<file path="src/hw/rtl/assert_macros.svh">
// Assertion macros used by the top-level RTL file of the reaction step core.
// Defining NO_ASSERTIONS turns every macro into an empty body.
`ifndef ASSERT_MACROS_SVH
`define ASSERT_MACROS_SVH
`ifndef NO_ASSERTIONS
// The condition must hold at every clock edge outside reset.
`define ASSERT_ALWAYS(lbl, clk, rst, cond) \
   lbl: assert property (@(posedge clk) disable iff (rst) (cond)) \
      else $error("assertion failed");
// When the trigger holds, the condition must hold at the next clock edge.
`define ASSERT_NEXT(lbl, clk, rst, trig, cond) \
   lbl: assert property (@(posedge clk) disable iff (rst) (trig) |=> (cond)) \
      else $error("assertion failed");
`else
`define ASSERT_ALWAYS(lbl, clk, rst, cond)
`define ASSERT_NEXT(lbl, clk, rst, trig, cond)
`endif
`endif

</file>
<file path="src/hw/rtl/gil_pkg.sv">
// Types, codes and constants of the reaction step core.
// Used by the front end, queue, divider, back end and top level.
`default_nettype none
package gil_pkg;

   localparam int LN_W = 38;
   localparam int DIV_W = 64;
   localparam int QUEUE_DEPTH = 2;

   localparam logic [31:0] LN2_Q32 = 32'd2977044472;
   localparam logic [59:0] PROP_CAP = '1;

   // Reaction indices as reported on the result channel.
   localparam logic [3:0] RX_HK_MAKE      = 4'd0;
   localparam logic [3:0] RX_HK_DECAY     = 4'd1;
   localparam logic [3:0] RX_HK_ACTIVATE  = 4'd2;
   localparam logic [3:0] RX_TRANSFER_RR  = 4'd3;
   localparam logic [3:0] RX_TRANSFER_SR  = 4'd4;
   localparam logic [3:0] RX_OUTPUT_MAKE  = 4'd5;
   localparam logic [3:0] RX_OUTPUT_DECAY = 4'd6;
   localparam logic [3:0] RX_HKP_DECAY    = 4'd7;
   localparam logic [3:0] NONE_FIRED      = 4'd8;

   // Configuration register indices.
   localparam logic [3:0] CSR_INDUCER_LEVEL     = 4'd0;
   localparam logic [3:0] CSR_HK_PRODUCTION     = 4'd1;
   localparam logic [3:0] CSR_DECAY_RATE        = 4'd2;
   localparam logic [3:0] CSR_MAX_ACTIVATION    = 4'd3;
   localparam logic [3:0] CSR_ACTIVATION_HALF   = 4'd4;
   localparam logic [3:0] CSR_TRANSFER_RATE_RR  = 4'd5;
   localparam logic [3:0] CSR_TRANSFER_RATE_SR  = 4'd6;
   localparam logic [3:0] CSR_MAX_OUTPUT_RATE   = 4'd7;

   typedef struct packed {
      logic [31:0] inducer_level;
      logic [31:0] hk_production_rate;
      logic [31:0] decay_rate;
      logic [31:0] max_activation_rate;
      logic [31:0] activation_half_level;
      logic [31:0] transfer_rate_rr;
      logic [31:0] transfer_rate_sr;
      logic [31:0] max_output_rate;
   } cfg_type;

   typedef struct packed {
      logic [LN_W-1:0] ln;
      logic [31:0]     uniform_pick;
   } q_entry_type;

   typedef struct packed {
      logic full;
      logic empty;
   } q_status_type;

   typedef struct packed {
      logic             start;
      logic [DIV_W-1:0] dividend;
      logic [DIV_W-1:0] divisor;
   } div_req_type;

   typedef struct packed {
      logic             done;
      logic [DIV_W-1:0] quotient;
   } div_rsp_type;

   typedef struct packed {
      logic [3:0]  fired_reaction;
      logic [63:0] elapsed_time;
      logic [15:0] count_hk;
      logic [15:0] count_hk_active;
      logic [15:0] count_rr_active;
      logic [15:0] count_sr_active;
      logic [15:0] count_output;
      logic        count_saturated;
   } result_type;

   typedef enum logic [2:0] {
      F_IDLE, F_NORM, F_SQ, F_LNA, F_LNB
   } front_state_type;

   typedef enum logic [2:0] {
      B_IDLE, B_MUL, B_ACC, B_KAP_DIV, B_PICK, B_TAU_DIV, B_FINISH
   } back_state_type;

   typedef enum logic [2:0] {
      OP_KAP_NUM, OP_DECAY_HK, OP_KAP_HK, OP_DECAY_OUT, OP_DECAY_HKP,
      OP_PICK_HI, OP_PICK_LO
   } mul_op_type;

endpackage
`default_nettype wire

</file>
<file path="src/hw/rtl/gil_back.sv">
// Back end: propensities, waiting time, reaction choice and count update.
// Depends on gil_pkg; uses gil_divider through its request and response ports.
`default_nettype none
module gil_back import gil_pkg::*; #(
   parameter int COUNT_WIDTH = 16
) (
   input  logic         clock,
   input  logic         reset,
   input  cfg_type      cfg,
   input  q_status_type q_status,
   input  q_entry_type  q_head,
   output logic         q_pop,
   output div_req_type  div_req,
   input  div_rsp_type  div_rsp,
   input  logic         rsp_ready,
   output logic         rsp_valid,
   output result_type   rsp
);

   back_state_type state_ff, state_in;
   mul_op_type     op_ff, op_in;
   logic [63:0]    prod_ff, prod_in;
   logic [31:0]    kap_ff, kap_in;
   logic [59:0]    p1_ff, p1_in, p2_ff, p2_in, p6_ff, p6_in, p7_ff, p7_in;
   logic [62:0]    a0_ff, a0_in, tgt_ff, tgt_in, cum_ff, cum_in;
   logic [3:0]     pidx_ff, pidx_in, fired_ff, fired_in;
   logic [LN_W-1:0] ln_ff, ln_in;
   logic [31:0]    pick_ff, pick_in;
   logic [63:0]    tau_ff, tau_in;
   logic [63:0]    time_ff, time_in;
   logic [COUNT_WIDTH-1:0] hk_ff, hk_in, hka_ff, hka_in, out_ff, out_in;
   logic           rsp_valid_ff, rsp_valid_in;
   result_type     rsp_ff, rsp_in;

   logic [31:0]    mul_a, mul_b;
   logic [59:0]    prop_sat, prop_sel;
   logic [62:0]    a0_next, cum_next;
   logic [32:0]    den;
   logic           hit, out_free, sat_any;
   logic [64:0]    time_sum;
   logic [COUNT_WIDTH+31:0] hk_x, hka_x, out_x;

   assign hk_x     = {32'b0, hk_ff};
   assign hka_x    = {32'b0, hka_ff};
   assign out_x    = {32'b0, out_ff};
   assign prop_sat = (prod_ff > {4'b0, PROP_CAP}) ? PROP_CAP : prod_ff[59:0];
   assign a0_next  = a0_ff + {3'b0, prop_sat};
   assign den      = {1'b0, cfg.inducer_level} + {1'b0, cfg.activation_half_level};
   assign cum_next = cum_ff + {3'b0, prop_sel};
   assign hit      = (tgt_ff < cum_next);
   assign out_free = !rsp_valid_ff || rsp_ready;
   assign time_sum = {1'b0, time_ff} + {1'b0, tau_ff};

   // The RR and SR pools start empty and are never produced, so the two
   // transfer reactions and the Hill output term (RRp is zero) stay at zero.
   always_comb begin
      case (pidx_ff)
         RX_HK_MAKE:      prop_sel = {28'b0, cfg.hk_production_rate};
         RX_HK_DECAY:     prop_sel = p1_ff;
         RX_HK_ACTIVATE:  prop_sel = p2_ff;
         RX_OUTPUT_DECAY: prop_sel = p6_ff;
         RX_HKP_DECAY:    prop_sel = p7_ff;
         default:         prop_sel = '0;
      endcase
   end

   always_comb begin
      unique case (op_ff)
         OP_KAP_NUM:   begin mul_a = cfg.max_activation_rate; mul_b = cfg.inducer_level; end
         OP_DECAY_HK:  begin mul_a = cfg.decay_rate; mul_b = hk_x[31:0]; end
         OP_KAP_HK:    begin mul_a = kap_ff; mul_b = hk_x[31:0]; end
         OP_DECAY_OUT: begin mul_a = cfg.decay_rate; mul_b = out_x[31:0]; end
         OP_DECAY_HKP: begin mul_a = cfg.decay_rate; mul_b = hka_x[31:0]; end
         OP_PICK_HI:   begin mul_a = pick_ff; mul_b = {1'b0, a0_ff[62:32]}; end
         OP_PICK_LO:   begin mul_a = pick_ff; mul_b = a0_ff[31:0]; end
         default:      begin mul_a = '0; mul_b = '0; end
      endcase
   end

   always_ff @(posedge clock) begin
      if (reset) begin
         state_ff     <= B_IDLE;
         rsp_valid_ff <= 1'b0;
         time_ff      <= '0;
         hk_ff        <= '0;
         hka_ff       <= '0;
         out_ff       <= '0;
      end else begin
         state_ff     <= state_in;
         rsp_valid_ff <= rsp_valid_in;
         time_ff      <= time_in;
         hk_ff        <= hk_in;
         hka_ff       <= hka_in;
         out_ff       <= out_in;
      end
      op_ff   <= op_in;
      prod_ff <= prod_in;
      kap_ff  <= kap_in;
      p1_ff   <= p1_in;
      p2_ff   <= p2_in;
      p6_ff   <= p6_in;
      p7_ff   <= p7_in;
      a0_ff   <= a0_in;
      tgt_ff  <= tgt_in;
      cum_ff  <= cum_in;
      pidx_ff <= pidx_in;
      fired_ff <= fired_in;
      ln_ff   <= ln_in;
      pick_ff <= pick_in;
      tau_ff  <= tau_in;
      rsp_ff  <= rsp_in;
   end

   always_comb begin
      state_in = state_ff;
      unique case (state_ff)
         B_IDLE: if (!q_status.empty) state_in = B_MUL;
         B_MUL:  state_in = B_ACC;
         B_ACC: begin
            unique case (op_ff)
               OP_KAP_NUM:   state_in = (den == '0) ? B_MUL : B_KAP_DIV;
               OP_DECAY_HKP: state_in = (a0_next == '0) ? B_FINISH : B_MUL;
               OP_PICK_LO:   state_in = B_PICK;
               default:      state_in = B_MUL;
            endcase
         end
         B_KAP_DIV: if (div_rsp.done) state_in = B_MUL;
         B_PICK:    if (hit) state_in = B_TAU_DIV;
         B_TAU_DIV: if (div_rsp.done) state_in = B_FINISH;
         B_FINISH:  if (out_free) state_in = B_IDLE;
         default:   state_in = B_IDLE;
      endcase
   end

   always_comb begin
      op_in    = op_ff;
      prod_in  = prod_ff;
      kap_in   = kap_ff;
      p1_in    = p1_ff;
      p2_in    = p2_ff;
      p6_in    = p6_ff;
      p7_in    = p7_ff;
      a0_in    = a0_ff;
      tgt_in   = tgt_ff;
      cum_in   = cum_ff;
      pidx_in  = pidx_ff;
      fired_in = fired_ff;
      ln_in    = ln_ff;
      pick_in  = pick_ff;
      tau_in   = tau_ff;
      time_in  = time_ff;
      hk_in    = hk_ff;
      hka_in   = hka_ff;
      out_in   = out_ff;
      rsp_in   = rsp_ff;
      sat_any  = 1'b0;
      rsp_valid_in = rsp_valid_ff && !rsp_ready;
      q_pop    = 1'b0;
      div_req.start    = 1'b0;
      div_req.dividend = prod_ff;
      div_req.divisor  = {31'b0, den};
      unique case (state_ff)
         B_IDLE: begin
            if (!q_status.empty) begin
               q_pop   = 1'b1;
               ln_in   = q_head.ln;
               pick_in = q_head.uniform_pick;
               a0_in   = {31'b0, cfg.hk_production_rate};
               op_in   = OP_KAP_NUM;
            end
         end
         B_MUL: begin
            prod_in = {32'b0, mul_a} * {32'b0, mul_b};
         end
         B_ACC: begin
            unique case (op_ff)
               OP_KAP_NUM: begin
                  op_in = OP_DECAY_HK;
                  if (den == '0) begin
                     kap_in = '0;
                  end else begin
                     div_req.start = 1'b1;
                  end
               end
               OP_DECAY_HK:  begin p1_in = prop_sat; a0_in = a0_next; op_in = OP_KAP_HK; end
               OP_KAP_HK:    begin p2_in = prop_sat; a0_in = a0_next; op_in = OP_DECAY_OUT; end
               OP_DECAY_OUT: begin p6_in = prop_sat; a0_in = a0_next; op_in = OP_DECAY_HKP; end
               OP_DECAY_HKP: begin
                  p7_in    = prop_sat;
                  a0_in    = a0_next;
                  op_in    = OP_PICK_HI;
                  fired_in = NONE_FIRED;
               end
               OP_PICK_HI: begin
                  tgt_in = prod_ff[62:0];
                  op_in  = OP_PICK_LO;
               end
               OP_PICK_LO: begin
                  tgt_in  = tgt_ff + {31'b0, prod_ff[63:32]};
                  cum_in  = '0;
                  pidx_in = RX_HK_MAKE;
               end
               default: begin
               end
            endcase
         end
         B_KAP_DIV: begin
            if (div_rsp.done) kap_in = div_rsp.quotient[31:0];
         end
         B_PICK: begin
            // One cumulative add and compare per cycle; the first reaction
            // whose running sum passes the target fires.
            cum_in = cum_next;
            if (hit) begin
               fired_in         = pidx_ff;
               div_req.start    = 1'b1;
               div_req.dividend = {10'b0, ln_ff, 16'b0};
               div_req.divisor  = {1'b0, a0_ff};
            end else begin
               pidx_in = pidx_ff + 4'd1;
            end
         end
         B_TAU_DIV: begin
            if (div_rsp.done) tau_in = div_rsp.quotient;
         end
         B_FINISH: begin
            if (out_free) begin
               if (fired_ff != NONE_FIRED) begin
                  if (time_sum[64]) begin
                     time_in = '1;
                     sat_any = 1'b1;
                  end else begin
                     time_in = time_sum[63:0];
                  end
                  case (fired_ff) inside
                     RX_HK_MAKE: begin
                        if (hk_ff == '1) sat_any = 1'b1;
                        else hk_in = hk_ff + 1'b1;
                     end
                     RX_HK_DECAY: begin
                        if (hk_ff != '0) hk_in = hk_ff - 1'b1;
                     end
                     RX_HK_ACTIVATE: begin
                        if (hk_ff != '0) hk_in = hk_ff - 1'b1;
                        if (hka_ff == '1) sat_any = 1'b1;
                        else hka_in = hka_ff + 1'b1;
                     end
                     RX_OUTPUT_MAKE: begin
                        if (out_ff == '1) sat_any = 1'b1;
                        else out_in = out_ff + 1'b1;
                     end
                     RX_OUTPUT_DECAY: begin
                        if (out_ff != '0) out_in = out_ff - 1'b1;
                     end
                     RX_TRANSFER_RR, RX_TRANSFER_SR, RX_HKP_DECAY: begin
                        if (hka_ff != '0) hka_in = hka_ff - 1'b1;
                     end
                     default: begin
                     end
                  endcase
               end
               rsp_valid_in           = 1'b1;
               rsp_in.fired_reaction  = fired_ff;
               rsp_in.elapsed_time    = time_in;
               rsp_in.count_hk        = 16'({32'b0, hk_in});
               rsp_in.count_hk_active = 16'({32'b0, hka_in});
               rsp_in.count_rr_active = '0;
               rsp_in.count_sr_active = '0;
               rsp_in.count_output    = 16'({32'b0, out_in});
               rsp_in.count_saturated = sat_any;
            end
         end
         default: begin
         end
      endcase
   end

   assign rsp_valid = rsp_valid_ff;
   assign rsp       = rsp_ff;

endmodule
`default_nettype wire

</file>
<file path="config.mk">
export PLATFORM = sky130hd
export DESIGN_NAME = gil_back
export DESIGN_NICKNAME = d
export VERILOG_FILES = /design/src/hw/rtl/assert_macros.svh /design/src/hw/rtl/gil_pkg.sv /design/src/hw/rtl/gil_back.sv
export SDC_FILE = /design/constraint.sdc
export NUM_CORES = 2
export LEC_CHECK = 0
export ABC_CLOCK_PERIOD_IN_PS = 13200
export BUFFER_PORTS_ARGS = -buffer_cell sky130_fd_sc_hd__buf_2
export CORE_MARGIN = 2
export CORE_UTILIZATION = 30
export DETAILED_ROUTE_END_ITERATION = 10
export GPL_ROUTABILITY_DRIVEN = 0
export SYNTH_ARGS = -nofsm -noshare
export SYNTH_HDL_FRONTEND = slang
export SYNTH_SLANG_ARGS = --single-unit
export TNS_END_PERCENT = 100
</file>
<file path="constraint.sdc">
create_clock -name clock -period 13.2 [get_ports clock]
set_clock_uncertainty 0.05 [all_clocks]
set_input_delay 0.66 -clock clock [delete_from_list [all_inputs] [get_ports clock]]
set_output_delay 0.66 -clock clock [all_outputs]
set_load 0.02 [all_outputs]
</file>
# --- After elaboration in Yosys (flattened, before gate mapping) ---
# Cells that the tools add are included.
totals:
  register_bits: 903
  input_bits: 396
  output_inout_bits: 280
  word_cells: 193
classes:
  addsub: 12
  mul: 1
  n_lt_le_gt_ge: 2
  eq_ne: 39
  mux: 74
  bitwise: 1
  reduce_logical: 37
ops:
  columns: ["cell", "n"]
  rows:
  - ["one-hot mux 63 bit (2 select lines)", 3]
  - ["2-to-1 mux 16 bit", 23]
  - ["one-hot mux 60 bit (5 select lines)", 1]
  - ["one-hot mux 32 bit (6 select lines)", 1]
  - ["2-to-1 mux 63 bit", 3]
  - ["2-to-1 mux 129 bit", 1]
  - ["2-to-1 mux 128 bit", 1]
  - ["2-to-1 mux 64 bit", 2]
  - ["one-hot mux 32 bit (4 select lines)", 1]
  - ["adder 63 x 60 -> 63 bit", 2]
  - ["2-to-1 mux 32 bit", 3]
  - ["adder 64 x 64 -> 65 bit", 1]
  - ["> comparator 64 x 60 -> 1 bit (second input constant)", 1]
  - ["multiplier 32 x 32 -> 64 bit", 1]
  - ["one-hot mux 32 bit (2 select lines)", 1]
  - ["adder 63 x 32 -> 63 bit", 1]
  - ["zero test 63 bit", 1]
  - ["less-than comparator 63 bit", 1]
  - ["2-to-1 mux 60 bit", 1]
  - ["adder 16 x 1 -> 16 bit (second input constant)", 3]
  - ["== test 16 bit (second input constant)", 3]
  - ["nonzero test 16 bit", 3]
  - ["subtractor 16 x 1 -> 16 bit (second input constant)", 3]
  - ["adder 32 x 32 -> 33 bit", 1]
  - ["other kinds (36)", 104]

# --- Logic depth before layout (Yosys ltp) ---
depth:
  word_depth: 9
  mapped_depth: 41
  ltp_nobuf: 37

# --- Worst setup path after synthesis ---
# OpenSTA, ideal clock, no wires.
synth_timing:
  path_kind: "reg2reg"
  start: "reg op_ff[0]"
  end: "reg prod_ff[63] (data pin)"
  setup_time_ns: 0.260
  t_arrival_ns: 9.644
  required_time_ns: 12.890
  path_slack_ns: 3.246
  path_stages_with_launch: 39
  n_path_buf: 5
  synth_period_minus_slack_ns: 9.954
  cell_sequence: "edfxtp_1 clkbuf_1 clkinv_1 nor2_1 or2_2 clkbuf_1 and2_1 clkbuf_1 clkbuf_1 a221oi_1 clkbuf_1 nor2_1 fa_1 fa_1 fa_1 inv_1 fa_1 inv_1 [3 not listed] inv_1 fa_1 inv_1 ha_1 and3_1 and2_1 a221o_1 a31o_2 a311oi_2 o21a_1 o31ai_1 a21oi_1 nand4b_1 a41oi_1 a211o_1 a221o_1 a21oi_1 xnor2_1"
synth_via:
  elab_chain_len: 4
  word_cells_on_any_way: 13
  cone_classes: "mul (1); eq/ne (6); mux (2); reduce/logical (4)"
synth_lines:
  columns: ["item", "line", "text"]
  rows:
  - ["start, declared", "gil_back.sv:21", "mul_op_type op_ff, op_in;"]
  - ["start signal, assigned", "gil_back.sv:96", "op_ff <= op_in;"]
  - ["== test 3 bit (tied with other cells)", "gil_back.sv:68", "unique case (op_ff)"]
  - ["OR reduction 3 bit (no source line) / OR reduction 2 bit (equally long branches)", null, null]
  - ["one-hot mux 32 bit (4 select lines) / one-hot mux 32 bit (6 select lines) (equally long branches)", "gil_back.sv:68", null]
  - ["multiplier 32 x 32 -> 64 bit (*)", "gil_back.sv:173", "prod_in = {32'b0, mul_a} * {32'b0, mul_b};"]
  - ["end signal, assigned", "gil_back.sv:97", "prod_ff <= prod_in;"]
  - ["end, declared", "gil_back.sv:22", "logic [63:0] prod_ff, prod_in;"]
# Every way passes the cells marked *; elsewhere a longest branch is shown, timed or not.
# A chain may end at the register's enable or synchronous reset.

# --- Worst setup path in the final report ---
layout_timing:
  start: "reg op_ff[0]"
  end: "reg prod_ff[56] (data pin)"
# Same word-level chain as after synthesis.

==> results.py <==
metrics = {
    "status": {
        "violations": "max-capacitance violations, max-slew violations",
        "status": "finished, violations left",
    },
    "worst_setup_path": {
        "cp_common_cell": "fa_1",
        "slowest_delay_ns": 1.23,
        "cpLargestDelayFamily": "compound AO/OA/AOI/OAI gates",
        "crit_path_end_kind": "flop",
        "critPathBufInv": 7,
        "worstPathArrival_ns": 12.77,
        "cp-start-kind": "flop",
        "crit_fanout": 41,
        "path_class": "reg -> reg",
        "worst_path_max_delay_cell": "o21ai_0",
        "r2r_start": "op_ff[0]$_SDFFCE_PN0P_",
        "crit_start": "op_ff[0]$_SDFFCE_PN0P_",
        "required_ns": 13.65,
    },
    "layout": {
        "areaGrowthSynthToFinish_pct": 13.6,
        "final_util_pct": 34.3,
        "nNetsFinal": 11194,
        "stdcell_count": 13169,
        "drive_gt1_share_pct": 11.5,
    },
    "clock_network": {
        "worst_skew_pair.late_latency_ns": 0.76,
        "cts_made_buffers": 96,
        "cts_max_level": 3,
        "clock_sinks": 903,
        "clockBufferDepth": 3,
        "tritoncts": "yes",
        "post_cts_buffers": 0,
        "root_buffer": "clkbuf_16",
        "cts.clk_slew.worst_paths_ns": 0.07,
    },
    "drt": {
        "vias": 69857,
        "routed_wl_microns": 326000,
        "wl_per_cell_microns": 24.7,
        "drt-initial-drc-count": 8431,
        "drc": 0,
        "dr.pass1.iters": 6,
        "vias_per_cell": 5.30,
        "ant_nets": 0,
    },
    "place": {
        "post-place-cells": 12892,
        "port_buffers": 545,
        "dp_hpwl_microns": 258000,
    },
    "min_path": {
        "worstHoldStart": "div_rsp[36]",
        "hp-class": "in -> reg",
    },
    "yosys": {
        "syn_inst": 8850,
        "synth_edf_count": 787,
        "ys_ff_latch": 903,
        "syn-mean-instance-area_sq_um": 9.61,
        "synthFlopType": "edfxtp_1",
        "synthArstFlopShare_pct": 0,
        "synth_top_area_share_pct": 27.8,
        "ys_seq_area_share_pct": 30.5,
        "ys_top_cells_by_area": "edfxtp_1, fa_1, ha_1",
        "synth_top_area_cell": "edfxtp_1",
        "syn_area_sq_mm": 0.0850,
        "yosys_warnings": 0,
        "synth_cell_types": 90,
    },
    "global_routing": {
        "grt-ovfl-total": 0,
        "grt_usage_pct": 22.1,
        "antenna_found_initial": 62,
        "grt_pass1_wl_microns": 464000,
        "grt_max_degree": 116,
        "first_global_vias": 66989,
    },
    "floorplanning": {
        "core_sq_mm": 0.282,
        "die_x_microns": 536,
        "dieArea_sq_mm": 0.288,
        "ioPinCount": 676,
        "initial_core_util_pct": 30.1,
        "rows": 195,
        "die_y_microns": 536,
    },
    "timing": {
        "fin_crit_ns": 12.32,
        "setup_tns_ns": 0,
        "timing.fmax_mhz": 81.2,
        "maxSlewViolCount": 3,
        "hold_viol_final": 0,
        "rsz0062_at_grt": "no",
        "final.period_utilization_pct": 93.3,
        "holdWs_ns": 0.0327,
        "relSlewSlack_pct": -3.75,
        "tightest_slew_ns": 1.54,
        "setup_violations": 0,
    },
    "run": {
        "drv_cap": 1,
    },
}
worst reg2reg max path, delay by kind of cell (launching register included):
| family | cells | cell delay (ns) |
|---|---|---|
| flops | 1 | 0.39 |
| buf+inv | 7 | 1.26 |
| compound gates | 11 | 5.21 |
| fa+ha+maj | 9 | 4.29 |
| xor+xnor | 1 | 0.13 |
| simple gates | 4 | 0.73 |
cells in the mapped netlist (all sizes together), types with 13 or more instances:
cell    count
and4       21
nand4      81
a21boi     16
a222oi     32
nand2b    111
nor2b      41
a21oi     449
or3        31
nor2     1056
xor2      169
a41oi      13
o21bai     50
or2        16
nand3      85
a31oi     106
o22ai      14
a21o      202
ha        586
a211o      17
xnor2     209
clkbuf    397
a211oi     35
o21a       48
inv      1077
o211ai     24
nor3       80
dfxtp     116
a221oi     42
fa        901
nand2     942
and3       55
o31ai      19
o21ai     363
nor4       23
edfxtp    787
a221o      71
a22oi      68
a22o       60
buf        67
mux2i      51
and2      115
mux2       81
per-layer routing:
| layer | track usage (%) | vias to the layer above | wire (microns) | share of wire [%] |
|---|---|---|---|---|
| li1 | - | 30827 | - | - |
| met1 | 29.8 | 34425 | 132000 | 40 |
| met2 | 32.3 | 3916 | 135000 | 42 |
| met3 | 5.74 | 659 | 38500 | 12 |
| met4 | 11.6 | 30 | 19900 | 6.1 |
| met5 | 0 | - | 194 | 0.060 |
per-stage QoR:
step	area (sq um)	setup WS, ns
after global placement	92600	1.41
after global routing	96600	0.539
after CTS	96500	1.26
after floorplan	85100	3.25
after detailed placement	92600	1.31
final	96600	0.878
cells by family (layout without fill, tap and decap cells):
kind of cell,after synthesis,count (layout),synth area share (%)
simple gates,2696,2696,13.9
compound gates,1709,1709,13.2
buf+inv,1543,2054,6.96
fa+ha+maj,1488,1488,29.8
flops,903,903,30.5
xor+xnor,378,378,3.89
mux,132,132,1.67
other cells,1,66,0.00441
placed cells by master, fill, tap and decap left out, drive strengths merged, types with 80 or more instances in the layout:
| cell type | n |
|---|---|
| inv | 1083 |
| xnor2 | 209 |
| o21ai | 363 |
| a31oi | 106 |
| edfxtp | 787 |
| nand2b | 111 |
| buf | 731 |
| mux2 | 81 |
| a21o | 202 |
| xor2 | 169 |
| nand2 | 942 |
| fa | 901 |
| ha | 586 |
| nand3 | 85 |
| nand4 | 81 |
| dfxtp | 116 |
| a21oi | 449 |
| and2 | 115 |
| nor2 | 1056 |
| nor3 | 80 |
| clkbuf | 116 |
registers in the layout, summed over array words and instances, names as in the netlist, 60 cells and up:
name / count
tgt_ff: 63
a0_ff: 63
p6_ff: 60
p7_ff: 60
rsp: 117
p1_ff: 60
cum_ff: 63
prod_ff: 64
p2_ff: 60
tau_ff: 64
time_ff: 64
path summary, 6_finish.rpt:
| kind | cells past startpoint | endpoint | slack [ns] |
|---|---|---|---|
| setup / recovery | 32 | prod_ff[56]$_DFFE_PP_ | 0.88 |
| hold reg to reg | 2 | out_ff[12]$_SDFFE_PP0P_ | 0.43 |
| setup reg to reg | 32 | prod_ff[56]$_DFFE_PP_ | 0.88 |
| hold / removal | 1 | tau_ff[36]$_DFFE_PP_ | 0.03 |
cell type report:
cell class | instances | area, sq um
inverter | 1079 | 4060
fill | 28986 | 185000
clock buffer | 116 | 2550
sequential | 903 | 26000
multi-input combinational | 6436 | 53800
antenna | 33 | 82.6
timing repair buffer | 795 | 4780
clock inverter | 64 | 744
tap | 3743 | 4680
what timing repair did:
action,in CTS,in global routing
setup endpoints to repair,0,0
hold buffers,64,0
hold endpoints to repair,64,0
resized for setup,0,0
Power is left out: the tool's default activity adds up to more than one toggle a clock period on the data nets, which glitch-free logic cannot reach.
